`src/rtl/rdc_pkg.sv`:
```
// rdc_pkg: shared types, constants and the digit lookup for the radix digit converter
// depends on nothing; imported by every rtl module of the block

package rdc_pkg;

   // radix register limits and reset value
   localparam int RADIX_W = 6;
   localparam logic [RADIX_W-1:0] RADIX_RESET = 6'd10;
   localparam logic [RADIX_W-1:0] RADIX_MIN = 6'd2;
   localparam logic [RADIX_W-1:0] RADIX_MAX = 6'd36;

   // result field widths
   localparam int CHAR_W = 7;
   localparam int POS_W = 5;
   localparam logic [POS_W-1:0] POS_LAST = 5'd31;

   // register map
   localparam int CSR_ADDR_W = 3;
   localparam int CSR_DATA_W = 32;
   localparam logic [0:0] REG_RADIX = 1'b0;

   // ascii codes of the digit set
   localparam logic [CHAR_W-1:0] ASCII_ZERO = 7'd48;
   localparam logic [CHAR_W-1:0] ASCII_A = 7'd65;

   // controller to datapath
   typedef struct packed {
      logic load;
      logic step;
      logic next;
   } cmd_type;

   // datapath to controller
   typedef struct packed {
      logic last;
   } status_type;

   // map a remainder to its ascii digit, 0-9 then A-Z
   function automatic logic [CHAR_W-1:0] digit_ascii(input logic [RADIX_W-1:0] rem);
      logic [CHAR_W-1:0] r;
      r = {1'b0, rem};
      if (rem < 6'd10)
         digit_ascii = ASCII_ZERO + r;
      else
         digit_ascii = ASCII_A + r - 7'd10;
   endfunction

endpackage

```
`src/rtl/rdc_regs.sv`:
```
// rdc_regs: apb-style register block holding the radix
// depends on rdc_pkg

module rdc_regs (
   input  logic                            clock,
   input  logic                            reset,
   input  logic                            psel,
   input  logic                            penable,
   input  logic                            pwrite,
   input  logic [rdc_pkg::CSR_ADDR_W-1:0]  paddr,
   input  logic [rdc_pkg::CSR_DATA_W-1:0]  pwdata,
   output logic [rdc_pkg::CSR_DATA_W-1:0]  prdata,
   output logic                            pready,
   output logic [rdc_pkg::RADIX_W-1:0]     radix
);
   import rdc_pkg::*;

   logic [RADIX_W-1:0] radix_ff, radix_in;
   logic [RADIX_W-1:0] wr_raw;
   logic               wr_en;

   // write strobe and clamp of the written value
   assign wr_raw = pwdata[RADIX_W-1:0];
   assign wr_en  = psel && penable && pwrite && (paddr[CSR_ADDR_W-1:2] == REG_RADIX);

   always_comb begin
      radix_in = radix_ff;
      if (wr_en) begin
         if (wr_raw < RADIX_MIN)
            radix_in = RADIX_MIN;
         else if (wr_raw > RADIX_MAX)
            radix_in = RADIX_MAX;
         else
            radix_in = wr_raw;
      end
   end

   always_ff @(posedge clock) begin
      if (reset)
         radix_ff <= RADIX_RESET;
      else
         radix_ff <= radix_in;
   end

   // read back
   always_comb begin
      unique case (paddr[CSR_ADDR_W-1:2])
         REG_RADIX: prdata = {{(CSR_DATA_W-RADIX_W){1'b0}}, radix_ff};
         default:   prdata = '0;
      endcase
   end

   assign pready = 1'b1;
   assign radix  = radix_ff;

endmodule

```
`src/rtl/rdc_datapath.sv`:
```
// rdc_datapath: bit-serial restoring divider, digit position and result fields
// depends on rdc_pkg; driven by commands from rdc_ctrl

module rdc_datapath #(
   parameter int CONV_BITS = 32
) (
   input  logic                         clock,
   input  logic                         reset,
   input  rdc_pkg::cmd_type             cmd,
   output rdc_pkg::status_type          status,
   input  logic [CONV_BITS-1:0]         value,
   input  logic [rdc_pkg::RADIX_W-1:0]  radix,
   output logic [rdc_pkg::CHAR_W-1:0]   digit_char,
   output logic [rdc_pkg::POS_W-1:0]    digit_position
);
   import rdc_pkg::*;

   logic [CONV_BITS-1:0] quo_ff, quo_in;
   logic [RADIX_W-1:0]   rem_ff, rem_in;
   logic [POS_W-1:0]     pos_ff, pos_in;
   logic [RADIX_W:0]     rem_sh;
   logic [RADIX_W:0]     rem_diff;
   logic                 fits;

   // one quotient bit per step: shift in the top dividend bit, trial subtract
   assign rem_sh   = {rem_ff, quo_ff[CONV_BITS-1]};
   assign fits     = rem_sh >= {1'b0, radix};
   assign rem_diff = rem_sh - {1'b0, radix};

   always_comb begin
      quo_in = quo_ff;
      rem_in = rem_ff;
      pos_in = pos_ff;
      if (cmd.load) begin
         quo_in = value;
         rem_in = '0;
         pos_in = '0;
      end else if (cmd.step) begin
         quo_in = {quo_ff[CONV_BITS-2:0], fits};
         rem_in = fits ? rem_diff[RADIX_W-1:0] : rem_sh[RADIX_W-1:0];
      end else if (cmd.next) begin
         rem_in = '0;
         pos_in = pos_ff + 1'b1;
      end
   end

   always_ff @(posedge clock) begin
      if (reset) begin
         rem_ff <= '0;
         pos_ff <= '0;
      end else begin
         rem_ff <= rem_in;
         pos_ff <= pos_in;
      end
      quo_ff <= quo_in;
   end

   // result fields once a division has finished
   assign digit_char     = digit_ascii(rem_ff);
   assign digit_position = pos_ff;
   assign status.last    = (quo_ff == '0) || (pos_ff == POS_LAST);

   // remainder stays below the divisor while dividing
   a_rem_below_radix: assert property (@(posedge clock) disable iff (reset)
      cmd.step |-> rem_ff < radix)
      else $error("remainder not below radix");

   // a new digit starts with a cleared remainder
   a_next_clears_rem: assert property (@(posedge clock) disable iff (reset)
      cmd.next |=> rem_ff == '0)
      else $error("remainder not cleared for next digit");

   // position advances by one per digit
   a_pos_advance: assert property (@(posedge clock) disable iff (reset)
      cmd.next |=> pos_ff == $past(pos_ff) + 1'b1)
      else $error("digit position did not advance");

endmodule

```
`src/rtl/rdc_ctrl.sv`:
```
// rdc_ctrl: sequencer for request intake, divider steps and digit hand-off
// depends on rdc_pkg; commands rdc_datapath

module rdc_ctrl #(
   parameter int CONV_BITS = 32
) (
   input  logic                 clock,
   input  logic                 reset,
   input  logic                 req_valid,
   output logic                 req_ready,
   output logic                 rsp_valid,
   input  logic                 rsp_ready,
   output rdc_pkg::cmd_type     cmd,
   input  rdc_pkg::status_type  status
);
   import rdc_pkg::*;

   localparam int CNT_W = $clog2(CONV_BITS);
   localparam logic [CNT_W-1:0] CNT_END = CNT_W'(CONV_BITS - 1);

   typedef enum logic [1:0] {
      ST_IDLE,
      ST_DIVIDE,
      ST_SHOW
   } state_type;

   state_type        state_ff, state_in;
   logic [CNT_W-1:0] cnt_ff, cnt_in;
   logic             req_ready_ff, req_ready_in;
   logic             rsp_valid_ff, rsp_valid_in;
   logic             req_take, rsp_take;

   assign req_take = req_valid && req_ready_ff;
   assign rsp_take = rsp_valid_ff && rsp_ready;

   // next state and commands
   always_comb begin
      state_in     = state_ff;
      cnt_in       = cnt_ff;
      req_ready_in = req_ready_ff;
      rsp_valid_in = rsp_valid_ff;
      cmd          = '0;
      unique case (state_ff)
         ST_IDLE: begin
            if (req_take) begin
               cmd.load     = 1'b1;
               cnt_in       = '0;
               req_ready_in = 1'b0;
               state_in     = ST_DIVIDE;
            end
         end
         ST_DIVIDE: begin
            cmd.step = 1'b1;
            cnt_in   = cnt_ff + 1'b1;
            if (cnt_ff == CNT_END) begin
               rsp_valid_in = 1'b1;
               state_in     = ST_SHOW;
            end
         end
         ST_SHOW: begin
            if (rsp_take) begin
               rsp_valid_in = 1'b0;
               if (status.last) begin
                  req_ready_in = 1'b1;
                  state_in     = ST_IDLE;
               end else begin
                  cmd.next = 1'b1;
                  cnt_in   = '0;
                  state_in = ST_DIVIDE;
               end
            end
         end
         default: begin
            state_in = ST_IDLE;
         end
      endcase
   end

   // state and registered handshake outputs
   always_ff @(posedge clock) begin
      if (reset) begin
         state_ff     <= ST_IDLE;
         cnt_ff       <= '0;
         req_ready_ff <= 1'b1;
         rsp_valid_ff <= 1'b0;
      end else begin
         state_ff     <= state_in;
         cnt_ff       <= cnt_in;
         req_ready_ff <= req_ready_in;
         rsp_valid_ff <= rsp_valid_in;
      end
   end

   assign req_ready = req_ready_ff;
   assign rsp_valid = rsp_valid_ff;

   // handshake flags follow the state
   a_ready_in_idle: assert property (@(posedge clock) disable iff (reset)
      req_ready_ff == (state_ff == ST_IDLE))
      else $error("request ready out of step with state");

   a_valid_in_show: assert property (@(posedge clock) disable iff (reset)
      rsp_valid_ff == (state_ff == ST_SHOW))
      else $error("result valid out of step with state");

   // an accepted request starts a full division
   a_load_to_divide: assert property (@(posedge clock) disable iff (reset)
      cmd.load |=> state_ff == ST_DIVIDE && cnt_ff == '0)
      else $error("division did not start after request");

endmodule

```
`src/rtl/radix_digit_converter_core.sv`:
```
// radix_digit_converter_core: top level of the integer to base-n ascii converter
// depends on rdc_pkg, rdc_regs, rdc_ctrl, rdc_datapath
//
//   port group   direction   payload
//   req_*        in          value (32 bits)
//   rsp_*        out         digit_char (7), digit_position (5), last (1)
//   p*           apb         radix register at byte address 0
//
// each digit takes B steps of the one-bit-per-cycle restoring divider,
// B = min(VALUE_BITS, 32), and is then presented until taken.
// a request of n digits runs n such divisions before the block is idle again.
// one request is handled at a time; req_ready is high only when idle.
// a stalled result holds the sequencer in place until taken.
// synchronous reset sets the radix to 10 and returns the block to idle.

module radix_digit_converter_core #(
   parameter int VALUE_BITS = 32
) (
   input  logic                            clock,
   input  logic                            reset,
   input  logic                            req_valid,
   output logic                            req_ready,
   input  logic [31:0]                     req_value,
   output logic                            rsp_valid,
   input  logic                            rsp_ready,
   output logic [rdc_pkg::CHAR_W-1:0]      rsp_digit_char,
   output logic [rdc_pkg::POS_W-1:0]       rsp_digit_position,
   output logic                            rsp_last,
   input  logic                            psel,
   input  logic                            penable,
   input  logic                            pwrite,
   input  logic [rdc_pkg::CSR_ADDR_W-1:0]  paddr,
   input  logic [rdc_pkg::CSR_DATA_W-1:0]  pwdata,
   output logic [rdc_pkg::CSR_DATA_W-1:0]  prdata,
   output logic                            pready
);
   import rdc_pkg::*;

   localparam int CONV_BITS = (VALUE_BITS < 32) ? VALUE_BITS : 32;

   logic [RADIX_W-1:0] radix;
   cmd_type            cmd;
   status_type         status;

   // configuration registers
   rdc_regs u_regs (
      .clock   (clock),
      .reset   (reset),
      .psel    (psel),
      .penable (penable),
      .pwrite  (pwrite),
      .paddr   (paddr),
      .pwdata  (pwdata),
      .prdata  (prdata),
      .pready  (pready),
      .radix   (radix)
   );

   // sequencer
   rdc_ctrl #(.CONV_BITS(CONV_BITS)) u_ctrl (
      .clock     (clock),
      .reset     (reset),
      .req_valid (req_valid),
      .req_ready (req_ready),
      .rsp_valid (rsp_valid),
      .rsp_ready (rsp_ready),
      .cmd       (cmd),
      .status    (status)
   );

   // divider and result fields
   rdc_datapath #(.CONV_BITS(CONV_BITS)) u_datapath (
      .clock          (clock),
      .reset          (reset),
      .cmd            (cmd),
      .status         (status),
      .value          (req_value[CONV_BITS-1:0]),
      .radix          (radix),
      .digit_char     (rsp_digit_char),
      .digit_position (rsp_digit_position)
   );

   assign rsp_last = status.last;

   // radix register never leaves its legal range
   a_radix_range: assert property (@(posedge clock) disable iff (reset)
      radix >= RADIX_MIN && radix <= RADIX_MAX)
      else $error("radix out of range");

   // digits are always legal ascii codes
   a_digit_legal: assert property (@(posedge clock) disable iff (reset)
      rsp_valid |-> (rsp_digit_char >= 7'd48 && rsp_digit_char <= 7'd57) ||
                    (rsp_digit_char >= 7'd65 && rsp_digit_char <= 7'd90))
      else $error("digit outside the digit set");

   // intake and delivery never overlap
   a_one_at_a_time: assert property (@(posedge clock) disable iff (reset)
      !(req_ready && rsp_valid))
      else $error("request ready while a result is pending");

   // the final digit of a request returns the block to idle
   a_last_to_idle: assert property (@(posedge clock) disable iff (reset)
      rsp_valid && rsp_ready && rsp_last |=> req_ready)
      else $error("block not idle after final digit");

endmodule

```
`config.mk`:
```
export PLATFORM = sky130hd
export DESIGN_NAME = radix_digit_converter_core
export DESIGN_NICKNAME = d
export VERILOG_FILES = /design/src/rtl/rdc_pkg.sv /design/src/rtl/rdc_regs.sv /design/src/rtl/rdc_datapath.sv /design/src/rtl/rdc_ctrl.sv /design/src/rtl/radix_digit_converter_core.sv
export SDC_FILE = /design/constraint.sdc
export NUM_CORES = 1
export LEC_CHECK = 0
export ABC_CLOCK_PERIOD_IN_PS = 2350
export BUFFER_PORTS_ARGS = -buffer_cell sky130_fd_sc_hd__buf_2
export CORE_MARGIN = 8
export CORE_UTILIZATION = 40
export CTS_BUF_LIST = sky130_fd_sc_hd__clkbuf_4
export DETAILED_ROUTE_END_ITERATION = 10
export GPL_TIMING_DRIVEN = 0
export PLACE_DENSITY_LB_ADDON = 0.1
export REMOVE_ABC_BUFFERS = 1
export SYNTH_ARGS = -nofsm -noshare
export SYNTH_HDL_FRONTEND = slang
export SYNTH_SLANG_ARGS = --single-unit
```
`constraint.sdc`:
```
create_clock -name clock -period 2.35 [get_ports clock]
set_clock_uncertainty 0.1 [all_clocks]
set_input_delay 0.1175 -clock clock [delete_from_list [all_inputs] [get_ports clock]]
set_output_delay 0.1175 -clock clock [all_outputs]
set_load 0.1 [all_outputs]
```
Yosys cells after proc, flatten, opt, wreduce, memory -nomap -nowiden. Cells that the tools add are included.

Register bits after elaboration: 58. Input port bits: 74. Output and inout bits: 48. Logic and storage cells: 79.

$add $sub $neg: 6. $lt $le $gt $ge: 4. Equal/unequal tests: 9. Multiplexer cells: 31. Bitwise operators: 2. Reduce and logical (&&, ||, !) cells: 19.

Operators by type and width (number): $mux 32 (2); $mux 6 (6); $logic_not 32->1 (1); $mux 5 (3); $pmux 5 s3 (1); $mux 1 (12); $add 5x1->5 const B (2); $eq 5x5->1 const B (2); $reduce_and 4->1 (2); $reduce_bool 2->1 (4); $add 6x6->7 const A (1); $add 7x6->7 const A (1); $ge 7x6->1 (1); $mux 7 (1); $sub 7x4->7 const B (1); $gt 6x6->1 const B (1); $lt 6x2->1 const B (1); $lt 6x4->1 const B (1); $mux 2 (3); $ne 2x1->1 const B (3); $pmux 2 s3 (1); $reduce_and 3->1 (2); $sub 6x6->6 (1); $logic_and 1x1->1 (5); other kinds (10) (13).

Depth between registers and ports, before layout.
Depth in word-level cells: 7. Gate-level depth with buffers: 9. Gate-level depth less buffers: 9.

Cells and area by module. A second synthesis with hierarchy kept.

Cell total of the unflattened synthesis: 318. Area total of the unflattened synthesis: 3429.5 µm².

Modules (own cells, without submodules): rdc_datapath (instances 1, cells each 202, area each 2416.1 µm², sequential area each 1181.1 µm²); rdc_regs (instances 1, cells each 64, area each 534.3 µm², sequential area each 120.1 µm²); rdc_ctrl (instances 1, cells each 52, area each 479.2 µm², sequential area each 180.2 µm²).

Worst setup path before layout. No wires, ideal clock.

Kind: flip-flop to output port. From: register u_datapath.rem_ff[0]. To: output rsp_digit_char[6] in the netlist's numbering. Arrival: 2917 ps. Data required time: 2132 ps. Setup slack: -785 ps. Cell stages (with the launch flop): 6. Path buffers: 0. Path through: dfxtp_1 > inv_1 > ha_1 > inv_1 > a21oi_1 > o21ai_0.

Cells in the longest elaborated chain, start to end: 3. Elaborated cells between the ends (all ways): 5. Classes of those cells: add/sub (3); order compare (1); mux (1).

Ends and longest elaborated chain: start, declared (RTL line rdc_datapath.sv:19) `logic [RADIX_W-1:0] rem_ff, rem_in;`; start signal, assigned (RTL line rdc_datapath.sv:52) `rem_ff <= rem_in;`; $add 7x6->7 (RTL line rdc_pkg.sv:45) `digit_ascii = ASCII_A + r - 7'd10;`; $sub 7x4->7 (RTL line rdc_pkg.sv:45); $mux 7 (*) (RTL line rdc_pkg.sv:42) `if (rem < 6'd10)`; end, declared (RTL line radix_digit_converter_core.sv:26) `output logic [rdc_pkg::CHAR_W-1:0] rsp_digit_char,`.

Every way passes the cells marked *; elsewhere a longest branch is shown, timed or not.

Worst setup path after layout.
From: input pwdata[5] in the netlist's numbering. To: register u_regs.radix_ff[0], in the netlist u_regs.radix[0].

Cells in the longest elaborated chain, start to end: 3. Elaborated cells between the ends (all ways): 4. Classes of those cells: order compare (2); mux (2).

Ends and longest elaborated chain: start, declared (RTL line radix_digit_converter_core.sv:33) `input logic [rdc_pkg::CSR_DATA_W-1:0] pwdata,`; $gt 6x6->1 (RTL line rdc_regs.sv:31) `else if (wr_raw > RADIX_MAX)`; $mux 6 (RTL line rdc_regs.sv:31); $mux 6 (*) (RTL line rdc_regs.sv:29) `if (wr_raw < RADIX_MIN)`; end signal, assigned (RTL line rdc_regs.sv:42) `radix_ff <= radix_in;`; end, declared (RTL line rdc_regs.sv:18) `logic [RADIX_W-1:0] radix_ff, radix_in;`.

Marks and branches as above. A chain may end at the register's enable or synchronous reset.

==> run metrics <==
Rows 35; Ys Warns 0; Hold Worst Slack 0.0523 ns; Pre-antenna DRT Iters 4; overall routing resource usage 0.146; Port Buf Inserts 66; largest cells by area after synthesis edfxtp_1, dfxtp_1, mux2_2, ha_1, buf_4; Bufs on Longest Clock Path 2; Yosys top cell by area edfxtp_1; Flop pwr share 0.444; P_leak 1.96 nW; DR vias 2882; first-pass GRT wire length 15100 um; Synth Instances 349; Placed Cells 516; most common cell after layout, fill and taps aside buf_2; Yosys reg bits 58; HP Class in -> reg; post-route cell area 4790 sq um; fin. max-slew vios 0; Final Core Density 0.524; H-tree levels 3; number of diodes 0; startpoint class of the critical path input port; DR iter-0 viols 166; worst slack at placement -1.02 ns; CTS tree built; layout cells sized above 1 0.319; Post-synth EDFFs 32; CTS Buf Count 9; Max VDD drop 0.000379 V; Post-DP HPWL 6160 um; Mean Syn Cell Area 10.7 sq um; clk sinks 58; status complete, no violations; CTS root buf clkbuf_4; min cycle time layout 2.26 ns; clock-pin slew on the worst setup and hold paths 0.11 ns; area of the core 9150 sq um; Starting Density 0.409; RePlAce Congestion 0.758; vias in the first global route 3062; largest net degree at the start of global routing 33; period utilization 0.961; Unique masters post-synth 66; final wirelength 8840 um; Net Switching 1.24 mW; # DRC 0; endpoint type of the worst setup path register; die area 12700 sq um; Hold Vio Cnt, Final 0; antenna viol nets, final 0; Placed Area 4080 sq um; Final nets 556; Setup-failing EPs final 0; Final WS setup 0.0923 ns; drt wl/cell 15.3 um; Max Clk Rate 443 MHz; Skew-Pair Late Insertion Delay 0.40 ns; Die Ht 113 um; Combinational Power Share 0.292; Die Width 113 um; Clk pwr share 0.264; Final Power 3.51 mW; PD cells 732 nW/um^2; async set or reset register ratio after synthesis 0; global route overflow 0; Yosys top cell area share 0.257; post-CTS setup repair buffer count 0; Worst Path Required 2.60 ns; synthesis-to-finish area growth 27.9%; # Max-Cap Violations 0; initial antenna violation count 0; most frequent cells in the layout buf_2, dlygate4sd3_1, edfxtp_1, mux2_2, conb_1; Int Power 2.27 mW; setup TNS 0 ns; Vias/cell 4.99; Post-Syn Area 3750 sq um; fin cells 578; Sw Share 0.354; Top Ports 122; Most used DFF post-synth edfxtp_1; Arr. time, crit path 2.51 ns; sequential share of the synthesized area 0.395; CP Class in -> reg; Crit Path Max Fanout 7
-- power groups by stage --
stage,logic [mW],clock network (mW),registers [mW]
floorplan,0.730,0,1.58
global placement,0.939,0,1.58
detailed placement,0.945,0,1.58
CTS,1.02,0.960,1.56
global route,1.11,0.994,1.58
finish,1.02,0.926,1.56
-- critical path: stages --
cell and delay [ns]:
dlygate4sd3_1 0.52, buf_2 0.17, nor3_1 0.07, a2111o_1 0.37, dlygate4sd3_1 0.56, a21oi_1 0.14
dlygate4sd3_1 0.56
-- final timing paths --
path / start / slack (ns) / end / cells after the start
setup / recovery: pwdata[5] / 0.09 / u_regs.radix[0] / 7
hold / removal: pwdata[4] / 0.05 / u_regs.radix[4] / 4
setup reg to reg: u_ctrl.cnt_ff[0] / 0.13 / u_ctrl.rsp_valid / 7
hold reg to reg: u_ctrl.cnt_ff[4] / 0.39 / u_ctrl.cnt_ff[4] / 2
-- per-layer routing --
metal  part of all wire  global-route usage  vias up
met1               0.43               0.168     1331
met5                  0                   0        -
met4             0.0081              0.0414        0
met2               0.49               0.253       79
li1                   -                   -     1465
met3              0.073              0.0495        7
-- synthesized netlist by cell type (3+ instances only) --
| master | instances |
|---|---|
| nor4_4 | 7 |
| mux2_2 | 31 |
| nand2b_1 | 4 |
| xnor2_1 | 7 |
| or3_1 | 5 |
| nand4_1 | 5 |
| and3_1 | 6 |
| nand2_1 | 22 |
| dfxtp_1 | 26 |
| edfxtp_1 | 32 |
| a211oi_1 | 4 |
| nor3b_1 | 3 |
| nand3_1 | 13 |
| clkbuf_1 | 4 |
| o21ai_0 | 5 |
| o21ai_2 | 3 |
| o211ai_1 | 4 |
| a21oi_1 | 16 |
| o31ai_1 | 3 |
| buf_1 | 3 |
| a311o_1 | 3 |
| inv_1 | 22 |
| ha_1 | 19 |
| nor2_1 | 17 |
| o21ai_1 | 4 |
| buf_4 | 27 |
| nor2b_1 | 3 |
| nor3_1 | 4 |
-- area by class of cell --
| type | count | area, sq um |
|---|---|---|
| fill | 823 | 4360 |
| multi-input combinational | 259 | 2100 |
| sequential | 58 | 1480 |
| timing repair buffer | 111 | 807 |
| tap | 111 | 139 |
| clock inverter | 6 | 105 |
| inverter | 23 | 86.3 |
| clock buffer | 10 | 75.1 |
-- sequential cells by signal, indices dropped and copies added (netlist names) --
signal                     cells
u_ctrl.req_ready               1
u_regs.radix                   6
u_datapath.quo_ff             32
u_datapath.rem_ff              6
u_ctrl.state_ff                2
u_datapath.digit_position      5
u_ctrl.rsp_valid               1
u_ctrl.cnt_ff                  5
-- cell families (layout without fill, tap and decap cells) --
| kind of cell | count (synthesis) | count (layout) | share of synthesized area |
|---|---|---|---|
| AOI/OAI and AO/OA | 65 | 65 | 0.137 |
| xor gates and xnor gates | 8 | 8 | 0.0187 |
| adders and majority gates | 21 | 21 | 0.0715 |
| buffers and inverters | 58 | 150 | 0.0855 |
| DFF | 58 | 58 | 0.395 |
| muxes | 33 | 33 | 0.0985 |
| other | 2 | 27 | 0.00200 |
| and+or+nand+nor | 104 | 105 | 0.191 |
-- repair_timing --
| item | CTS | global route |
|---|---|---|
| hold buffers | 45 | 0 |
| pin swaps | 1 | 4 |
| endpoints found under the setup margin | 70 | 12 |
| hold endpoints to repair | 41 | 0 |
| cloned | 1 | 0 |
| resized for setup | 8 | 16 |
(Power assumes the default switching activity.)
